<file path="config.mk">
export PLATFORM = sky130hd
export DESIGN_NAME = multiloop_segment_features_flat
export DESIGN_NICKNAME = d
export VERILOG_FILES = /design/src/rtl/msf_pkg.sv /design/src/rtl/msf_if.sv /design/src/rtl/multiloop_segment_features.sv /design/src/rtl/msf_core.sv /design/src/flat_wrapper.sv
export SDC_FILE = /design/constraint.sdc
export NUM_CORES = 1
export LEC_CHECK = 0
export ABC_AREA = 1
export BUFFER_PORTS_ARGS = -buffer_cell sky130_fd_sc_hd__buf_2
export CAP_MARGIN = 10
export CORE_MARGIN = 1
export CORE_UTILIZATION = 40
export CTS_BUF_LIST = sky130_fd_sc_hd__clkbuf_4
export DETAILED_ROUTE_END_ITERATION = 12
export HOLD_SLACK_MARGIN = 0.1
export PLACE_DENSITY = 0.68
export SLEW_MARGIN = 10
export SYNTH_ARGS = -nofsm -noshare
export SYNTH_HDL_FRONTEND = slang
export SYNTH_SLANG_ARGS = --single-unit
</file>
<file path="constraint.sdc">
create_clock -name clk -period 8.4 [get_ports clk]
set_input_delay 1.68 -clock clk [delete_from_list [all_inputs] [get_ports clk]]
set_output_delay 1.68 -clock clk [all_outputs]
set_load 0.05 [all_outputs]
</file>
<file path="src/rtl/msf_pkg.sv">
// ---------------------------------------------------------------------------
// Multiloop segment features package
// Shared types, sizes and arithmetic helpers for the segment feature block.
// ---------------------------------------------------------------------------
package msf_pkg;

  // Largest legal position plus one.
  localparam int MAX_POSITIONS = 4096;

  localparam int POS_W = 12;
  localparam int CNT_W = 12;
  localparam int ASY_W = 13;

  typedef logic [POS_W-1:0] pos_t;
  typedef logic [CNT_W-1:0] cnt_t;
  typedef logic [ASY_W-1:0] asy_t;

  // One enclosed pair of a multiloop.
  typedef struct packed {
    pos_t loop_open;
    pos_t loop_close;
    pos_t pair_open;
    pos_t pair_close;
    logic first_pair;
    logic last_pair;
  } in_item_t;

  // Features reported for one pair.
  typedef struct packed {
    pos_t segment_length;
    pos_t final_segment;
    cnt_t unpaired_total;
    cnt_t branch_count;
    asy_t loop_asymmetry;
    logic totals_valid;
    logic bad_loop;
  } out_item_t;

  // True when a position lies outside the legal range.
  function automatic logic pos_oob(pos_t p);
    return 32'(p) >= MAX_POSITIONS;
  endfunction

  // Unpaired bases strictly between lo and hi, zero when hi is not above lo.
  function automatic pos_t gap(pos_t lo, pos_t hi);
    pos_t d;
    d = hi - lo - pos_t'(1);
    return (hi > lo) ? d : '0;
  endfunction

  function automatic pos_t abs_diff(pos_t a, pos_t b);
    return (a > b) ? (a - b) : (b - a);
  endfunction

  // Saturating add at count width.
  function automatic cnt_t sat_add_cnt(cnt_t a, cnt_t b);
    logic [CNT_W:0] s;
    s = {1'b0, a} + {1'b0, b};
    return s[CNT_W] ? '1 : s[CNT_W-1:0];
  endfunction

  // Saturating add at asymmetry width.
  function automatic asy_t sat_add_asy(asy_t a, asy_t b);
    logic [ASY_W:0] s;
    s = {1'b0, a} + {1'b0, b};
    return s[ASY_W] ? '1 : s[ASY_W-1:0];
  endfunction

endpackage

</file>
<file path="src/rtl/msf_if.sv">
// ---------------------------------------------------------------------------
// Multiloop segment features channels
// Valid/ready channels for pair requests and feature results.
// ---------------------------------------------------------------------------

// Pair request channel.
interface msf_in_if;
  logic          valid;
  logic          ready;
  msf_pkg::pos_t loop_open;
  msf_pkg::pos_t loop_close;
  msf_pkg::pos_t pair_open;
  msf_pkg::pos_t pair_close;
  logic          first_pair;
  logic          last_pair;

  modport source (
    output valid, loop_open, loop_close, pair_open, pair_close, first_pair, last_pair,
    input  ready
  );
  modport sink (
    input  valid, loop_open, loop_close, pair_open, pair_close, first_pair, last_pair,
    output ready
  );
endinterface

// Feature result channel.
interface msf_out_if;
  logic          valid;
  logic          ready;
  msf_pkg::pos_t segment_length;
  msf_pkg::pos_t final_segment;
  msf_pkg::cnt_t unpaired_total;
  msf_pkg::cnt_t branch_count;
  msf_pkg::asy_t loop_asymmetry;
  logic          totals_valid;
  logic          bad_loop;

  modport source (
    output valid, segment_length, final_segment, unpaired_total, branch_count,
           loop_asymmetry, totals_valid, bad_loop,
    input  ready
  );
  modport sink (
    input  valid, segment_length, final_segment, unpaired_total, branch_count,
           loop_asymmetry, totals_valid, bad_loop,
    output ready
  );
endinterface

</file>
<file path="src/rtl/multiloop_segment_features.sv">
// ---------------------------------------------------------------------------
// Multiloop segment features
// Per-pair unpaired segment lengths and loop totals for one multiloop.
// ---------------------------------------------------------------------------
//  Channel   Direction  Contents
//  in_req    sink       closing pair, enclosed pair, first/last marks
//  out_res   source     segment length, loop totals, error flag
//
//  One pair per cycle sustained while the result channel is ready; a request passes
//  through the input register, then the feature logic, into the result register.
//  The loop accumulators update as a pair leaves the input register.
//  Synchronous active-low reset clears all control state and accumulators.
//  A stalled result holds; the input register keeps taking requests while
//  the result register can drain in the same cycle.
// ---------------------------------------------------------------------------
module multiloop_segment_features (
  input  logic      clk,
  input  logic      rst_n,
  msf_in_if.sink    in_req,
  msf_out_if.source out_res
);

  logic               s1_valid_r,  s1_valid_nxt;
  msf_pkg::in_item_t  s1_item_r;
  logic               out_valid_r, out_valid_nxt;
  msf_pkg::out_item_t out_item_r;
  msf_pkg::in_item_t  in_item;
  msf_pkg::out_item_t core_result;
  logic               in_accept;
  logic               out_free;
  logic               s1_fire;

  // Handshake control.
  assign out_free     = !out_valid_r || out_res.ready;
  assign s1_fire      = s1_valid_r && out_free;
  assign in_req.ready = !s1_valid_r || out_free;
  assign in_accept    = in_req.valid && in_req.ready;

  always_comb begin
    in_item.loop_open  = in_req.loop_open;
    in_item.loop_close = in_req.loop_close;
    in_item.pair_open  = in_req.pair_open;
    in_item.pair_close = in_req.pair_close;
    in_item.first_pair = in_req.first_pair;
    in_item.last_pair  = in_req.last_pair;
  end

  // Stage occupancy.
  always_comb begin
    s1_valid_nxt = s1_valid_r;
    if (in_accept) begin
      s1_valid_nxt = 1'b1;
    end else if (s1_fire) begin
      s1_valid_nxt = 1'b0;
    end
    out_valid_nxt = out_valid_r;
    if (out_free) begin
      out_valid_nxt = s1_fire;
    end
  end

  always_ff @(posedge clk) begin
    if (!rst_n) begin
      s1_valid_r  <= 1'b0;
      out_valid_r <= 1'b0;
    end else begin
      s1_valid_r  <= s1_valid_nxt;
      out_valid_r <= out_valid_nxt;
    end
  end

  // Payload registers.
  always_ff @(posedge clk) begin
    if (in_accept) begin
      s1_item_r <= in_item;
    end
    if (s1_fire) begin
      out_item_r <= core_result;
    end
  end

  // Feature logic and loop state.
  msf_core u_core (
    .clk    (clk),
    .rst_n  (rst_n),
    .fire   (s1_fire),
    .item   (s1_item_r),
    .result (core_result)
  );

  // Result drive.
  assign out_res.valid          = out_valid_r;
  assign out_res.segment_length = out_item_r.segment_length;
  assign out_res.final_segment  = out_item_r.final_segment;
  assign out_res.unpaired_total = out_item_r.unpaired_total;
  assign out_res.branch_count   = out_item_r.branch_count;
  assign out_res.loop_asymmetry = out_item_r.loop_asymmetry;
  assign out_res.totals_valid   = out_item_r.totals_valid;
  assign out_res.bad_loop       = out_item_r.bad_loop;

  // A pair leaving the input register always lands in the result register.
  a_fire_fills_out: assert property (@(posedge clk) disable iff (!rst_n)
    s1_fire |=> out_valid_r)
    else $error("processed pair did not reach the result register");

  // Totals read as zero on results that are not the last of a loop.
  a_totals_zero: assert property (@(posedge clk) disable iff (!rst_n)
    (out_valid_r && !out_item_r.totals_valid) |->
      (out_item_r.final_segment == '0) && (out_item_r.unpaired_total == '0) &&
      (out_item_r.branch_count == '0) && (out_item_r.loop_asymmetry == '0))
    else $error("loop totals present on a non-final result");

  // Fewer than two enclosed pairs must be flagged.
  a_short_loop_bad: assert property (@(posedge clk) disable iff (!rst_n)
    (out_valid_r && out_item_r.totals_valid &&
     (out_item_r.branch_count < msf_pkg::cnt_t'(3))) |-> out_item_r.bad_loop)
    else $error("short loop not flagged");

  // Nothing enters the result register without a processed pair.
  a_out_source: assert property (@(posedge clk) disable iff (!rst_n)
    (!out_valid_r && !s1_fire) |=> !out_valid_r)
    else $error("result appeared without a processed pair");

endmodule

</file>
<file path="src/rtl/msf_core.sv">
// ---------------------------------------------------------------------------
// Multiloop segment features core
// Loop accumulators and the single-pass feature logic for one pair.
// ---------------------------------------------------------------------------
module msf_core (
  input  logic                clk,
  input  logic                rst_n,
  input  logic                fire,
  input  msf_pkg::in_item_t   item,
  output msf_pkg::out_item_t  result
);

  msf_pkg::pos_t prev_end_r,  prev_end_nxt;
  msf_pkg::pos_t first_seg_r, first_seg_nxt;
  msf_pkg::pos_t prev_seg_r,  prev_seg_nxt;
  msf_pkg::asy_t asy_sum_r,   asy_sum_nxt;
  msf_pkg::cnt_t unp_sum_r,   unp_sum_nxt;
  msf_pkg::cnt_t pair_cnt_r,  pair_cnt_nxt;
  logic          order_err_r, order_err_nxt;

  msf_pkg::pos_t base;
  msf_pkg::pos_t seg;
  msf_pkg::pos_t fin;
  msf_pkg::asy_t asy_base;
  msf_pkg::cnt_t unp_base;
  msf_pkg::cnt_t cnt_base;
  msf_pkg::asy_t asy_tmp;
  logic          err;

  // Per-pair feature logic; a first pair restarts the loop accumulators.
  always_comb begin
    base     = item.first_pair ? item.loop_open : prev_end_r;
    err      = item.first_pair ? msf_pkg::pos_oob(item.loop_open) : order_err_r;
    asy_base = item.first_pair ? '0 : asy_sum_r;
    unp_base = item.first_pair ? '0 : unp_sum_r;
    cnt_base = item.first_pair ? '0 : pair_cnt_r;

    if (msf_pkg::pos_oob(item.pair_open) || msf_pkg::pos_oob(item.pair_close) ||
        (item.pair_open <= base) || (item.pair_close <= item.pair_open)) begin
      err = 1'b1;
    end
    seg = msf_pkg::gap(base, item.pair_open);

    first_seg_nxt = item.first_pair ? seg : first_seg_r;
    asy_sum_nxt   = item.first_pair ? '0 :
                    msf_pkg::sat_add_asy(asy_base, {1'b0, msf_pkg::abs_diff(prev_seg_r, seg)});
    unp_sum_nxt   = msf_pkg::sat_add_cnt(unp_base, seg);
    pair_cnt_nxt  = msf_pkg::sat_add_cnt(cnt_base, msf_pkg::cnt_t'(1));
    prev_seg_nxt  = seg;
    prev_end_nxt  = item.pair_close;

    // Closing segment and loop totals on the last pair.
    fin     = '0;
    asy_tmp = '0;
    result  = '0;
    if (item.last_pair) begin
      if (msf_pkg::pos_oob(item.loop_close) || (item.loop_close <= item.pair_close)) begin
        err = 1'b1;
      end
      fin     = msf_pkg::gap(item.pair_close, item.loop_close);
      asy_tmp = msf_pkg::sat_add_asy(asy_sum_nxt, {1'b0, msf_pkg::abs_diff(seg, fin)});
      result.final_segment  = fin;
      result.loop_asymmetry = msf_pkg::sat_add_asy(asy_tmp,
                                {1'b0, msf_pkg::abs_diff(fin, first_seg_nxt)});
      result.unpaired_total = msf_pkg::sat_add_cnt(unp_sum_nxt, fin);
      result.branch_count   = msf_pkg::sat_add_cnt(pair_cnt_nxt, msf_pkg::cnt_t'(1));
    end
    order_err_nxt         = err;
    result.segment_length = seg;
    result.totals_valid   = item.last_pair;
    result.bad_loop       = err || (item.last_pair && (pair_cnt_nxt < msf_pkg::cnt_t'(2)));
  end

  // Loop state advances once per processed pair.
  always_ff @(posedge clk) begin
    if (!rst_n) begin
      prev_end_r  <= '0;
      first_seg_r <= '0;
      prev_seg_r  <= '0;
      asy_sum_r   <= '0;
      unp_sum_r   <= '0;
      pair_cnt_r  <= '0;
      order_err_r <= 1'b0;
    end else if (fire) begin
      prev_end_r  <= prev_end_nxt;
      first_seg_r <= first_seg_nxt;
      prev_seg_r  <= prev_seg_nxt;
      asy_sum_r   <= asy_sum_nxt;
      unp_sum_r   <= unp_sum_nxt;
      pair_cnt_r  <= pair_cnt_nxt;
      order_err_r <= order_err_nxt;
    end
  end

endmodule

</file>
<file path="src/flat_wrapper.sv">
// flat-port wrapper written by rule: the top's interface ports become plain ports
module multiloop_segment_features_flat 
  (clk, rst_n, in_req_valid, in_req_loop_open, in_req_loop_close, in_req_pair_open, in_req_pair_close, in_req_first_pair, in_req_last_pair, in_req_ready, out_res_valid, out_res_segment_length, out_res_final_segment, out_res_unpaired_total, out_res_branch_count, out_res_loop_asymmetry, out_res_totals_valid, out_res_bad_loop, out_res_ready);
  msf_in_if in_req_i ();
  msf_out_if out_res_i ();
  input  logic clk;
  input  logic rst_n;
  input wire logic [$bits(in_req_i.valid)-1:0] in_req_valid;
  input wire logic [$bits(in_req_i.loop_open)-1:0] in_req_loop_open;
  input wire logic [$bits(in_req_i.loop_close)-1:0] in_req_loop_close;
  input wire logic [$bits(in_req_i.pair_open)-1:0] in_req_pair_open;
  input wire logic [$bits(in_req_i.pair_close)-1:0] in_req_pair_close;
  input wire logic [$bits(in_req_i.first_pair)-1:0] in_req_first_pair;
  input wire logic [$bits(in_req_i.last_pair)-1:0] in_req_last_pair;
  output wire logic [$bits(in_req_i.ready)-1:0] in_req_ready;
  output wire logic [$bits(out_res_i.valid)-1:0] out_res_valid;
  output wire logic [$bits(out_res_i.segment_length)-1:0] out_res_segment_length;
  output wire logic [$bits(out_res_i.final_segment)-1:0] out_res_final_segment;
  output wire logic [$bits(out_res_i.unpaired_total)-1:0] out_res_unpaired_total;
  output wire logic [$bits(out_res_i.branch_count)-1:0] out_res_branch_count;
  output wire logic [$bits(out_res_i.loop_asymmetry)-1:0] out_res_loop_asymmetry;
  output wire logic [$bits(out_res_i.totals_valid)-1:0] out_res_totals_valid;
  output wire logic [$bits(out_res_i.bad_loop)-1:0] out_res_bad_loop;
  input wire logic [$bits(out_res_i.ready)-1:0] out_res_ready;
  assign in_req_i.valid = in_req_valid;
  assign in_req_i.loop_open = in_req_loop_open;
  assign in_req_i.loop_close = in_req_loop_close;
  assign in_req_i.pair_open = in_req_pair_open;
  assign in_req_i.pair_close = in_req_pair_close;
  assign in_req_i.first_pair = in_req_first_pair;
  assign in_req_i.last_pair = in_req_last_pair;
  assign in_req_ready = in_req_i.ready;
  assign out_res_valid = out_res_i.valid;
  assign out_res_segment_length = out_res_i.segment_length;
  assign out_res_final_segment = out_res_i.final_segment;
  assign out_res_unpaired_total = out_res_i.unpaired_total;
  assign out_res_branch_count = out_res_i.branch_count;
  assign out_res_loop_asymmetry = out_res_i.loop_asymmetry;
  assign out_res_totals_valid = out_res_i.totals_valid;
  assign out_res_bad_loop = out_res_i.bad_loop;
  assign out_res_i.ready = out_res_ready;
  multiloop_segment_features u_core (.clk(clk), .rst_n(rst_n), .in_req(in_req_i), .out_res(out_res_i));
endmodule
</file>
Yosys cells after proc, flatten, opt, wreduce, memory -nomap -nowiden
Cells that the tools add are included.
{"block": "word_totals", "reg_bits": 189, "word_cells": 82}
{"block": "op_classes", "add_sub_neg": 17, "n_lt_le_gt_ge": 9, "muxes": 24, "n_reduce_logical": 10}
{"op": "two-way mux 12 bit", "count": 13}
{"op": "subtractor 12 bit", "count": 8}
{"op": "two-way mux 13 bit", "count": 5}
{"op": "greater-than comparator 12 bit", "count": 5}
{"op": "adder 13 x 12 -> 14 bit", "count": 3}
{"op": "<= comparator 12 bit", "count": 3}
{"op": "adder 12 x 1 -> 13 bit, second input constant", "count": 2}
{"op": "adder 12 x 12 -> 13 bit", "count": 2}
{"op": "subtractor 12 x 1 -> 12 bit, second input constant", "count": 2}
{"op": "< comparator 12 x 2 -> 1 bit, second input constant", "count": 1}
{"op": "two-way mux 1 bit", "count": 6}
{"op": "logical OR 1 bit", "count": 4}
{"op": "logical AND 1 bit", "count": 3}
{"op": "zero test 1 bit", "count": 2}
{"op": "nonzero test 2 bit", "count": 1}

Depth between registers and ports, before layout
Gate-level depths: netlist of run 1.
{"block": "depth", "depth_word": 13, "depth_mapped": 67, "depth_no_buf": 63}

By module
From an unflattened synthesis of run 1, not the netlist that was laid out.
{"block": "unflattened", "cells_unflattened": 2215, "hier_area_um2": 16046.6}
{"module": "msf_core", "n_inst": 1, "cells_per_inst": 2089, "area_per_inst_um2": 12558.3, "seq_area_each_um2": 1481.4}
{"module": "multiloop_segment_features", "n_inst": 1, "cells_per_inst": 126, "area_per_inst_um2": 3488.3, "seq_area_each_um2": 3433.3}

Least setup slack after synthesis of run 1
Ideal clock, no wire load.
{"block": "synth_timing", "kind": "flip-flop to flip-flop", "start": "register u_core.s1_item_r[1] (netlist name)", "end": "register u_core.out_item_r (netlist bit u_core.out_res.loop_asymmetry[0]) (data pin)", "t_arrival_ns": 8.470, "required_time_ns": 8.119, "path_slack_ns": -0.351, "stages_incl_launch_ff": 55, "path_buffers": 7, "synth_period_minus_slack_ns": 8.751, "path_cell_list": "edfxtp_1 -> buf_6 -> clkbuf_1 -> buf_1 -> buf_2 -> mux2i_1 -> ha_1 -> nand4_1 -> nor3_1 -> nand2_1 -> nand3_1 -> nand2_2 -> nor2_1 -> inv_1 -> fa_1 -> nand2_1 -> nand2_1 -> nand2_1 -> [... 19 more ...] -> nand3_1 -> nand2_1 -> nand3_1 -> nand3_1 -> nand2_1 -> nand2_1 -> nand3_1 -> buf_2 -> nand3_1 -> ha_1 -> a21oi_1 -> o21ai_0 -> nand3_1 -> nand3_1 -> a21o_1 -> nand2_1 -> buf_4 -> a21oi_1"}
{"element": "start, declared", "line": "multiloop_segment_features.sv:24", "rtl": "msf_pkg::in_item_t s1_item_r;"}
{"element": "start signal, assigned", "line": "multiloop_segment_features.sv:75", "rtl": "s1_item_r <= in_item;"}
{"element": "end signal, assigned", "line": "multiloop_segment_features.sv:78", "rtl": "out_item_r <= core_result;"}
{"element": "end, declared", "line": "multiloop_segment_features.sv:26", "rtl": "msf_pkg::out_item_t out_item_r;"}

Final worst setup path of run 1
{"block": "layout_timing", "start": "register u_core.s1_item_r[1] (netlist name)", "end": "register u_core.out_item_r (netlist bit u_core.out_res.loop_asymmetry[11]) (data pin)"}
{"block": "layout_between", "elab_chain_len": 13}
{"element": "two-way mux 12 bit", "line": "msf_core.sv:32", "rtl": "base = item.first_pair ? item.loop_open : prev_end_r;"}
{"element": "subtractor 12 bit", "line": "msf_pkg.sv:47", "rtl": "d = hi - lo - pos_t'(1);"}
{"element": "subtractor 12 x 1 -> 12 bit", "line": "msf_pkg.sv:47"}
{"element": "two-way mux 12 bit", "line": "msf_pkg.sv:48", "rtl": "return (hi > lo) ? d : '0;"}
{"element": "subtractor 12 bit or greater-than comparator 12 bit (tied branches)", "line": "msf_pkg.sv:52", "rtl": "return (a > b) ? (a - b) : (b - a);"}
{"element": "two-way mux 12 bit", "line": "msf_pkg.sv:52"}
{"element": "adder 13 x 12 -> 14 bit", "line": "msf_pkg.sv:65", "rtl": "s = {1'b0, a} + {1'b0, b};"}
{"element": "two-way mux 13 bit", "line": "msf_pkg.sv:66", "rtl": "return s[ASY_W] ? '1 : s[ASY_W-1:0];"}
{"element": "two-way mux 13 bit (*)", "line": "msf_core.sv:45", "rtl": "asy_sum_nxt = item.first_pair ? '0 :"}
{"element": "named net u_core.u_core.asy_sum_nxt[2]", "line": "msf_core.sv:16", "rtl": "msf_pkg::asy_t asy_sum_r, asy_sum_nxt;"}
{"element": "adder 13 x 12 -> 14 bit (*)", "line": "msf_pkg.sv:65"}
{"element": "two-way mux 13 bit (*)", "line": "msf_pkg.sv:66"}
{"element": "adder 13 x 12 -> 14 bit (*)", "line": "msf_pkg.sv:65"}
{"element": "two-way mux 13 bit (*)", "line": "msf_pkg.sv:66"}
Mark *: on every way through the listed nets, which the timed path passes. The rest lies on a longest branch.
A chain may end at the register's enable or synchronous reset.

==> results of run 1 <==
[metal layers]
metal	global-route usage (%)	up-vias	wire length [µm]
met2	39.21	387	22290
met3	3.045	66	2072
met1	29.74	6726	21030
li1	-	7471	-
met5	0	-	0
met4	7.061	0	1189
[kinds of logic (layout without fill, tap and decap cells)]
| logic type | count (synthesis) | after routing |
|---|---|---|
| AND/OR/NAND/NOR | 797 | 800 |
| AO/OA/AOI/OAI | 462 | 462 |
| buffers and inverters | 461 | 623 |
| flip-flops | 189 | 189 |
| adder cells (fa/ha/maj) | 181 | 181 |
| XOR/XNOR | 94 | 94 |
| multiplexers | 11 | 11 |
| other | 0 | 3 |
[layout make-up]
class / instances / area (µm²) / area share (%)
multi-input combinational: 1548 / 9889 / 53.54
clock inverter: 15 / 202.7 / 1.097
timing repair buffer: 186 / 1151 / 6.232
tap: 518 / 648.1 / 3.509
inverter: 405 / 1530 / 8.284
clock buffer: 17 / 127.6 / 0.6909
antenna: 3 / 7.507 / 0.04064
sequential: 189 / 4915 / 26.61
[per-stage QoR]
step                cell area, µm²  util [%]
floorplan                    15870         -
global placement             17280     44.41
detailed placement           17280     44.41
CTS                          17630     45.31
global route                 18470     47.45
finish                       18470     47.46
[report_power, final]
group | switching (mW) | internal [mW]
Sequential | 0.0361 | 1.16
Clock | 0.426 | 0.149
Combinational | 3.42 | 2.10
[final timing paths]
check             depth (start not counted)                                               to
setup / recovery                         51  u_core.out_res.loop_asymmetry[11]$_SDFFCE_PN0P_
hold reg to reg                           2          u_core.u_core.unp_sum_r[2]$_SDFFE_PN0P_
setup reg to reg                         51  u_core.out_res.loop_asymmetry[11]$_SDFFCE_PN0P_
hold / removal                            2          u_core.u_core.unp_sum_r[2]$_SDFFE_PN0P_
[cell usage in the layout (no fill, tap or decap), types with 12 or more instances in the layout]
cell	count
ha_4	23
buf_4	63
a21o_1	14
or2_2	12
nand3_1	108
inv_2	15
nor2_1	165
a21oi_1	211
nand4_1	16
edfxtp_1	113
a21oi_2	23
o21ai_0	135
buf_2	118
o21ai_1	17
clkbuf_4	17
inv_1	386
xor2_1	71
nor3_1	17
nand2_1	412
nand2_2	17
dfxtp_1	76
ha_1	139
xnor2_1	23
[tightest hold or removal path, delay by kind of cell (launching register included)]
family          cells  cell delay, ns
flops               1            0.34
compound gates      1            0.06
buf+inv             1            0.06
[repair_timing]
action,in CTS,in global routing
endpoints found under the setup margin,13,13
cloned,0,5
hold buffers,0,0
buffers inserted,0,13
resized for setup,6,150
pin swaps,0,32
==> results.yml, run 1 <==
yosys:
  synth_edf_count: 113
  ys_ff_latch: 189
  synth_simple_gate_area_share_pct: 21.23
  synth-xor-area-share_pct: 5.190
  syn_avg_cell_area_um2: 7.227
  synth_cell_types: 50
  syn_inst: 2195
  yosys-top-cells-area: "edfxtp_1, ha_1, nand2_1"
  yosys.area_share.adder_pct: 14.89
  synth_nets: 2430
  synthesis.area_um2: 15860
  synth_top_area_cell: "edfxtp_1"
  ys_seq_area_share_pct: 30.98
  yosys_warnings: 0
  yosys.area.top_type_share_pct: 21.39
  yosysMostFrequentCell: "nand2_1"
  synth_mux_area_share_pct: 0.6941
  synthArstFlopShare_pct: 0
  synth_ff_type: "edfxtp_1"
  synth_compound_area_share_pct: 15.94
  synth_top_family_by_area: "simple AND/OR/NAND/NOR gates"
  ys_top_cells_by_count: "nand2_1, inv_1, a21oi_1"
worst_setup_path:
  cpMaxStageDelayCell: "edfxtp_1"
  r2r_setup_slack_ns: 0.42
  cp_common_cell: "nand2_1"
  critPathTopFamily: "simple AND/OR/NAND/NOR gates"
  end_kind: "flop"
  path_max_fanout: 7
  critPathArrivalTime_ns: 8.47
  crit_buf_inv: 11
  worstPathRequired_ns: 8.89
  cp_slowest_stage_delay_ns: 0.54
  startpoint: "u_core.s1_item_r[1]$_DFFE_PP_"
  startpoint_type: "flop"
  reg2reg_from: "u_core.s1_item_r[1]$_DFFE_PP_"
  crit_type: "reg -> reg"
sta:
  max_freq_mhz: 125.3
  skew_ns: 0.03775
  period_minus_slack_ns: 7.983
  setup_viol: 0
  worst_pin_slew_ns: 1.010
  worst_slack_ns: 0.4168
  hold_violations: 0
  setup_tns_ns: 0
  timing.slew.headroom_pct: 32.60
  period_share_pct: 95.04
  hold_ws_ns: 0.4841
  final_max_slew_viol_count: 0
power:
  p_total_mw: 7.302
  p_per_area_nw_per_um2: 395.3
  leakage_nw: 9.166
  ir_worst_vdd_mv: 0.4601
floorplan:
  die_w_um: 201.1
  rows: 72
  die-area_um2: 40460
  coreArea_um2: 38920
  io_pins: 119
  initial_utilization_pct: 40.76
  die_h_um: 201.1
clock_network:
  clockRootBuffer: "clkbuf_4"
  cts_tree: "done"
  clock_latency_ns: 0.75
  clkTransAtPathRegs_ns: 0.22
  cts.path.max_buffers: 2
  numCtsBuffers: 17
  clkSinkCount: 189
  cts.htree.levels: 4
layout:
  fillCellCount: 3921
  area_growth_syn_to_layout_pct: 16.44
  nets: 2582
  largest_reg_flops: 50
  layout-drive-gt1-share_pct: 16.27
  top_register: "u_core.s1_item_r"
  instances_no_fill: 2881
global_routing:
  grt_max_degree: 106
  gr-usage-all-layers_pct: 22.87
  grt-ovfl-total: 0
  grt_pass1_wl_um: 73490
  grt_pass1_vias: 14032
  antenna_found_initial: 2
placement:
  dpl_worst_slack_ns: -0.1319
  dp_hpwl_um: 35820
  gp_congestion: 0.9622
  io_buffers: 118
  dp_cells: 2828
routing:
  wirelength_um: 46580
  ant_nets: 0
  dr.pass1.iters: 5
  vias: 14650
  viasPerCell: 5.085
  post-route-drc-count: 0
  dr.first_iter.drc_count: 823
  avgRoutedWirePerCell_um: 16.17
run:
  max_cap_violations: 0
min_path:
  min_from: "u_core.u_core.unp_sum_r[2]$_SDFFE_PN0P_"
  hold_path_class: "reg -> reg"
status:
  status: "completed"
Power figures use the tool's default switching activity.
==> run 2: changes to the inputs <==
--- a/config.mk
+++ b/config.mk
@@ -6,14 +6,14 @@
 export NUM_CORES = 1
 export LEC_CHECK = 0
 export ABC_AREA = 1
-export BUFFER_PORTS_ARGS = -buffer_cell sky130_fd_sc_hd__buf_2
 export CAP_MARGIN = 10
 export CORE_MARGIN = 1
 export CORE_UTILIZATION = 40
 export CTS_BUF_LIST = sky130_fd_sc_hd__clkbuf_4
 export DETAILED_ROUTE_END_ITERATION = 12
+export DONT_BUFFER_PORTS = 1
 export HOLD_SLACK_MARGIN = 0.1
-export PLACE_DENSITY = 0.68
+export PLACE_DENSITY = 0.65
 export SLEW_MARGIN = 10
 export SYNTH_ARGS = -nofsm -noshare
 export SYNTH_HDL_FRONTEND = slang
==> run 2 against run 1 <==
  * Flip-flop and latch count did not move
  * Design area is 4.4% lower
  * Sequential power increased by 17%
  * Worst hold slack gained 0.018 ns
  * Non-clock buffer count is 113 lower
  * Wire length is 0.30% lower
  * Maximum frequency increased by 1.4%
  * Die area is the same
  * Register-to-register slack better by 0.11 ns
  * First-iteration DRC count grew 3.6%
  * Setup slack improved by 0.11 ns
  * Largest power group unchanged
==> results.yml, run 2 (same netlist as run 1, synthesis figures left out) <==
routing:
  dr.pass1.iters: 5
  wirelength_um: 46440
  post-route-drc-count: 0
  vias: 14361
  dr.first_iter.drc_count: 853
  ant_nets: 0
  avgRoutedWirePerCell_um: 16.79
  viasPerCell: 5.192
worst_setup_path:
  path_max_fanout: 8
  cpMaxStageDelayCell: "edfxtp_1"
  rr_worst_depth: 52
  critPathArrivalTime_ns: 8.34
  cp_slowest_stage_delay_ns: 0.49
  startpoint_type: "flop"
  cp_common_cell: "nand2_1"
  crit_type: "reg -> reg"
  end_kind: "flop"
  worstPathRequired_ns: 8.86
floorplan:
  die_h_um: 201.1
  die_w_um: 201.1
  coreArea_um2: 38920
  rows: 72
  io_pins: 119
  initial_utilization_pct: 40.76
  die-area_um2: 40460
power:
  switchingPower_mw: 3.803
  p_int_mw: 3.321
  ir_worst_vdd_mv: 0.4409
  leakage_nw: 8.692
  p_per_area_nw_per_um2: 403.3
  combinationalPowerShare_pct: 72.2
  clock_power_share_pct: 8.2
  switching_share_pct: 53.38
  p_total_mw: 7.124
  seq_power_share_pct: 19.6
clock_network:
  cts.path.max_buffers: 2
  numCtsBuffers: 17
  cts.htree.levels: 4
  cts_tree: "done"
  clkSinkCount: 189
  clkTransAtPathRegs_ns: 0.19
  clockRootBuffer: "clkbuf_4"
  clock_latency_ns: 0.72
global_routing:
  grt_pass1_wl_um: 72800
  antenna_found_initial: 3
  grt_max_degree: 94
  grt_pass1_vias: 13804
  grt-ovfl-total: 0
  gr-usage-all-layers_pct: 22.95
sta:
  skew_ns: 0.03737
  timing.slew.headroom_pct: 32.91
  period_minus_slack_ns: 7.877
  setup_viol: 0
  max_freq_mhz: 127.0
  hold_violations: 0
  period_share_pct: 93.77
  worst_pin_slew_ns: 1.005
  final_max_slew_viol_count: 0
min_path:
  hold_path_class: "reg -> reg"
  whs_path_depth: 2
layout:
  largest_reg_flops: 50
  area_growth_syn_to_layout_pct: 11.35
  layout-drive-gt1-share_pct: 10.73
  instances_no_fill: 2766
  nets: 2469
  fillCellCount: 3978
  top_register: "u_core.s1_item_r"
  most-common-layout-cells: "nand2_1, inv_1, a21oi_1, nor2_1, ha_1"
  final_common_cell: "nand2_1"
placement:
  dp_cells: 2721
  gp_congestion: 0.9727
  dp_hpwl_um: 36180
  io_buffers: 0
status:
  status: "completed"
run:
  max_cap_violations: 0
## run 2: changes by cell type in the layout (fill, tap and decap cells not counted), sizes merged
cell,previous run,this run
buf,185,73
clkinv,9,6
diode,3,1
inv,411,414
clkbuf,18,17
## run 2: worst max-delay path: cells and delay by family (launching register included)
| family | cells | cell delay, ns |
|---|---|---|
| AND/OR/NAND/NOR | 31 | 3.60 |
| buffers and inverters | 11 | 1.28 |
| multiplexers | 1 | 0.13 |
| AO/OA/AOI/OAI | 4 | 0.60 |
| flip-flops | 1 | 0.49 |
| adder cells (fa/ha/maj) | 5 | 1.53 |
## run 2: stage by stage
| step | setup TNS [ns] | util [%] | worst slack, ns | instance area (µm²) | hold WS [ns] |
|---|---|---|---|---|---|
| after floorplan | 0 | - | 0.04104 | 15870 | 0.4244 |
| after global placement | -1.483 | 43.07 | -0.1253 | 16760 | 0.4502 |
| after detailed placement | -3.140 | 43.07 | -0.2632 | 16760 | 0.4753 |
| after CTS | 0 | 44.00 | 0.004444 | 17120 | 0.4994 |
| after global routing | -0.1742 | 45.39 | -0.03493 | 17660 | 0.5481 |
| final | 0 | 45.39 | 0.5233 | 17660 | 0.5020 |
## run 2: cell type report
| type | count | area (µm²) | share of cell area (%) |
|---|---|---|---|
| well taps | 518 | 648.1 | 3.669 |
| clock inverters | 15 | 217.7 | 1.232 |
| inverters | 405 | 1528 | 8.649 |
| repair buffers | 73 | 563.0 | 3.187 |
| diodes | 1 | 2.502 | 0.01417 |
| flip-flops and latches | 189 | 4915 | 27.82 |
| clock buffers | 17 | 127.6 | 0.7225 |
| multi-input cells | 1548 | 9663 | 54.70 |
## run 2: routing by layer
| metal | GRT usage [%] | share of wire [%] | vias up |
|---|---|---|---|
| met5 | 0 | 0 | - |
| met4 | 9.487 | 3.4 | 0 |
| met3 | 3.304 | 5.1 | 79 |
| met2 | 38.99 | 47 | 390 |
| met1 | 29.07 | 44 | 6656 |
| li1 | - | - | 7236 |
## run 2: worst paths after layout
| path | from | endpoint | slack [ns] |
|---|---|---|---|
| worst max-delay path | u_core.s1_item_r[1]$_DFFE_PP_ | u_core.out_res.loop_asymmetry[11]$_SDFFCE_PN0P_ | 0.52 |
| worst max register to register | u_core.s1_item_r[1]$_DFFE_PP_ | u_core.out_res.loop_asymmetry[11]$_SDFFCE_PN0P_ | 0.52 |
| worst min register to register | u_core.u_core.unp_sum_r[2]$_SDFFE_PN0P_ | u_core.u_core.unp_sum_r[2]$_SDFFE_PN0P_ | 0.50 |
| worst min-delay path | u_core.u_core.unp_sum_r[2]$_SDFFE_PN0P_ | u_core.u_core.unp_sum_r[2]$_SDFFE_PN0P_ | 0.50 |
## run 2: power by group through the flow
stage | Clock [mW] | Combinational, mW | Sequential [mW]
floorplan | 0 | 3.37 | 1.40
global placement | 0 | 4.43 | 1.42
detailed placement | 0 | 4.47 | 1.42
CTS | 0.610 | 4.51 | 1.40
global route | 0.635 | 5.75 | 1.41
finish | 0.584 | 5.15 | 1.40
## run 2: what timing repair did
item                                    in CTS  in global routing
gates resized for setup                      4                109
hold buffers                                 0                  0
cloned                                       0                  3
buffers inserted                             0                  9
endpoints found under the setup margin      13                 13
pin swaps                                    0                 29
==> run 3: changes to the inputs <==
--- a/config.mk
+++ b/config.mk
@@ -13,7 +13,7 @@
 export DETAILED_ROUTE_END_ITERATION = 12
 export DONT_BUFFER_PORTS = 1
 export HOLD_SLACK_MARGIN = 0.1
-export PLACE_DENSITY = 0.65
+export PLACE_DENSITY = 0.63
 export SLEW_MARGIN = 10
 export SYNTH_ARGS = -nofsm -noshare
 export SYNTH_HDL_FRONTEND = slang
==> constraint.sdc (replaced) <==
create_clock -name clk -period 7.5 [get_ports clk]
set_input_delay 1.5 -clock clk [delete_from_list [all_inputs] [get_ports clk]]
set_output_delay 1.5 -clock clk [all_outputs]
set_load 0.05 [all_outputs]
==> run 3 against run 2 <==
  * The flow now finishes with violations (setup timing)
  * Clock power increased by 3%
  * Combinational power increased by 60%
  * Register-to-register slack got worse by 0.78 ns
  * Worst hold slack got worse by 0.016 ns
  * Critical path depth unchanged
  * Critical path type unchanged
  * Largest cell class unchanged
==> results.yml, run 3 (same netlist as run 1, synthesis figures left out) <==
worst_setup_path:
  startpoint: "u_core.s1_item_r[1]$_DFFE_PP_"
  crit_end: "u_core.out_res.loop_asymmetry[11]$_SDFFCE_PN0P_"
  reg2reg_from: "u_core.s1_item_r[1]$_DFFE_PP_"
  worst_r2r_endpoint: "u_core.out_res.loop_asymmetry[11]$_SDFFCE_PN0P_"
  cp_common_cell: "nand2_2"
  crit_type: "reg -> reg"
  startpoint_type: "flop"
  critPathArrivalTime_ns: 8.20
  end_kind: "flop"
  cpMaxStageDelayCell: "edfxtp_1"
  worstPathRequired_ns: 7.95
  cp_slowest_stage_delay_ns: 0.49
  r2r_setup_slack_ns: -0.26
  rr_worst_depth: 52
  path_max_fanout: 6
clock_network:
  holdBufCountCts: 0
  clock_latency_ns: 0.72
  numCtsBuffers: 17
  cts_tree: "done"
  clockRootBuffer: "clkbuf_4"
  cts.htree.levels: 4
  clkSinkCount: 189
  cts.path.max_buffers: 2
  clkTransAtPathRegs_ns: 0.22
sta:
  setup_tns_ns: -3.203
  setup_viol: 13
  timing.slew.headroom_pct: 32.42
  rsz0062_at_grt: "true"
  final_max_slew_viol_count: 0
  hold_violations: 0
  skew_ns: 0.04846
  period_share_pct: 103.4
  worst_slack_ns: -0.2584
  period_minus_slack_ns: 7.758
  max_freq_mhz: 128.9
  worst_pin_slew_ns: 1.012
layout:
  most-common-layout-cells: "nand2_1, inv_1, buf_4, a21oi_1, nor2_1"
  final_common_cell: "nand2_1"
  layout-drive-gt1-share_pct: 23.50
  largest_reg_flops: 50
  top_register: "u_core.s1_item_r"
  nets: 2665
  fin_area_um2: 19970
  area_growth_syn_to_layout_pct: 25.87
floorplan:
  io_pins: 119
  initial_utilization_pct: 40.76
  die_h_um: 201.1
  die_w_um: 201.1
  rows: 72
  die-area_um2: 40460
  coreArea_um2: 38920
power:
  p_per_area_nw_per_um2: 521.7
  ir_worst_vdd_mv: 0.5889
  leakage_nw: 9.728
global_routing:
  gr-usage-all-layers_pct: 24.09
  grt-ovfl-total: 0
  grtUsageMet1_pct: 29.55
  busiest_layer: "met2"
  grt_max_degree: 103
  antenna_found_initial: 2
  grt_pass1_vias: 14708
  grt.met2_usage_pct: 42.82
  grt_pass1_wl_um: 76940
  grtUsageMet3_pct: 2.915
min_path:
  hold_path_class: "reg -> reg"
  whs_path_depth: 2
routing:
  post-route-drc-count: 0
  viasPerCell: 5.083
  ant_nets: 0
  dr.pass1.iters: 7
  wirelength_um: 48860
  vias: 15055
  dr.first_iter.drc_count: 899
  avgRoutedWirePerCell_um: 16.50
placement:
  dp_hpwl_um: 37260
  post_dp_cell_area_um2: 18220
  gp_congestion: 0.9446
  io_buffers: 0
status:
  status: "finished with violations"
  violations: "setup timing"
run:
  max_cap_violations: 0
[run 3: changes by cell type in the layout (fill, tap and decap cells not counted), sizes merged]
| cell | delta |
|---|---|
| buf | +194 |
| clkinvlp | +2 |
| clkinv | +4 |
| inv | -6 |
| nand3 | +1 |
| bufbuf | +1 |
[run 3: worst min-delay path by stage]
stage | startpoint | to | slack, ns
2_1_floorplan | u_core.s1_item_r[0]$_DFFE_PP_ | u_core.out_res.totals_valid$_DFFE_PP_ | 0.42
4_1_cts | u_core.u_core.unp_sum_r[2]$_SDFFE_PN0P_ | u_core.u_core.unp_sum_r[2]$_SDFFE_PN0P_ | 0.48
5_1_grt | u_core.u_core.unp_sum_r[2]$_SDFFE_PN0P_ | u_core.u_core.unp_sum_r[2]$_SDFFE_PN0P_ | 0.55
3_5_place_dp | u_core.u_core.unp_sum_r[2]$_SDFFE_PN0P_ | u_core.u_core.unp_sum_r[2]$_SDFFE_PN0P_ | 0.46
3_3_place_gp | u_core.u_core.unp_sum_r[2]$_SDFFE_PN0P_ | u_core.u_core.unp_sum_r[2]$_SDFFE_PN0P_ | 0.45
6_report | u_core.u_core.unp_sum_r[2]$_SDFFE_PN0P_ | u_core.u_core.unp_sum_r[2]$_SDFFE_PN0P_ | 0.49
[run 3: where the power goes]
part	total, mW	internal [mW]	switching (mW)	leakage (nW)
clock network	0.601	0.154	0.447	0.153
logic	8.25	3.84	4.41	7.86
registers	1.56	1.31	0.252	1.71
total	10.4	5.31	5.11	9.73
[run 3: repair_timing]
action | in CTS | in global routing
endpoints found under the setup margin | 13 | 13
setup buffers | 36 | 11
pin swaps | 45 | 56
resized for setup | 113 | 134
gates cloned | 5 | 0
[run 3: layout make-up]
type                            instances  area (µm²)
Tap cell                              518       648.1
Inverter                              405        1543
Clock inverter                         15       173.9
Multi-Input combinational cell       1549       10460
Clock buffer                           17       127.6
Timing Repair Buffer                  268        2100
Sequential cell                       189        4915
Fill cell                            3789       18950
Antenna cell                            1       2.502
[run 3: worst max-delay path: cells and delay by family (launching register included)]
family	cells	cell delay [ns]
AOI/OAI and AO/OA	8	0.97
adders and majority gates	6	1.59
buffers and inverters	9	1.06
DFF	1	0.49
muxes	1	0.12
and+or+nand+nor	28	3.21
[run 3: per-stage QoR]
| stage | hold slack [ns] | util (%) | total power [mW] | setup WS, ns | cells |
|---|---|---|---|---|---|
| 2_1_floorplan | 0.4244 | - | 5.578 | 0.001928 | 2195 |
| 3_3_place_gp | 0.4508 | 46.81 | 7.869 | -0.3962 | 2877 |
| 3_5_place_dp | 0.4564 | 46.81 | 7.919 | -0.4593 | 2877 |
| 4_1_cts | 0.4785 | 49.63 | 9.541 | -0.05171 | 2950 |
| 5_1_grt | 0.5498 | 51.31 | 11.32 | -0.6319 | 2962 |
| 6_report | 0.4863 | 51.31 | 10.42 | -0.2584 | 2962 |
[run 3: layer usage]
metal	routed length (µm)	up-vias
met5	0	-
met4	1606	0
met3	1760	82
met2	24220	340
met1	21280	6989
li1	-	7644
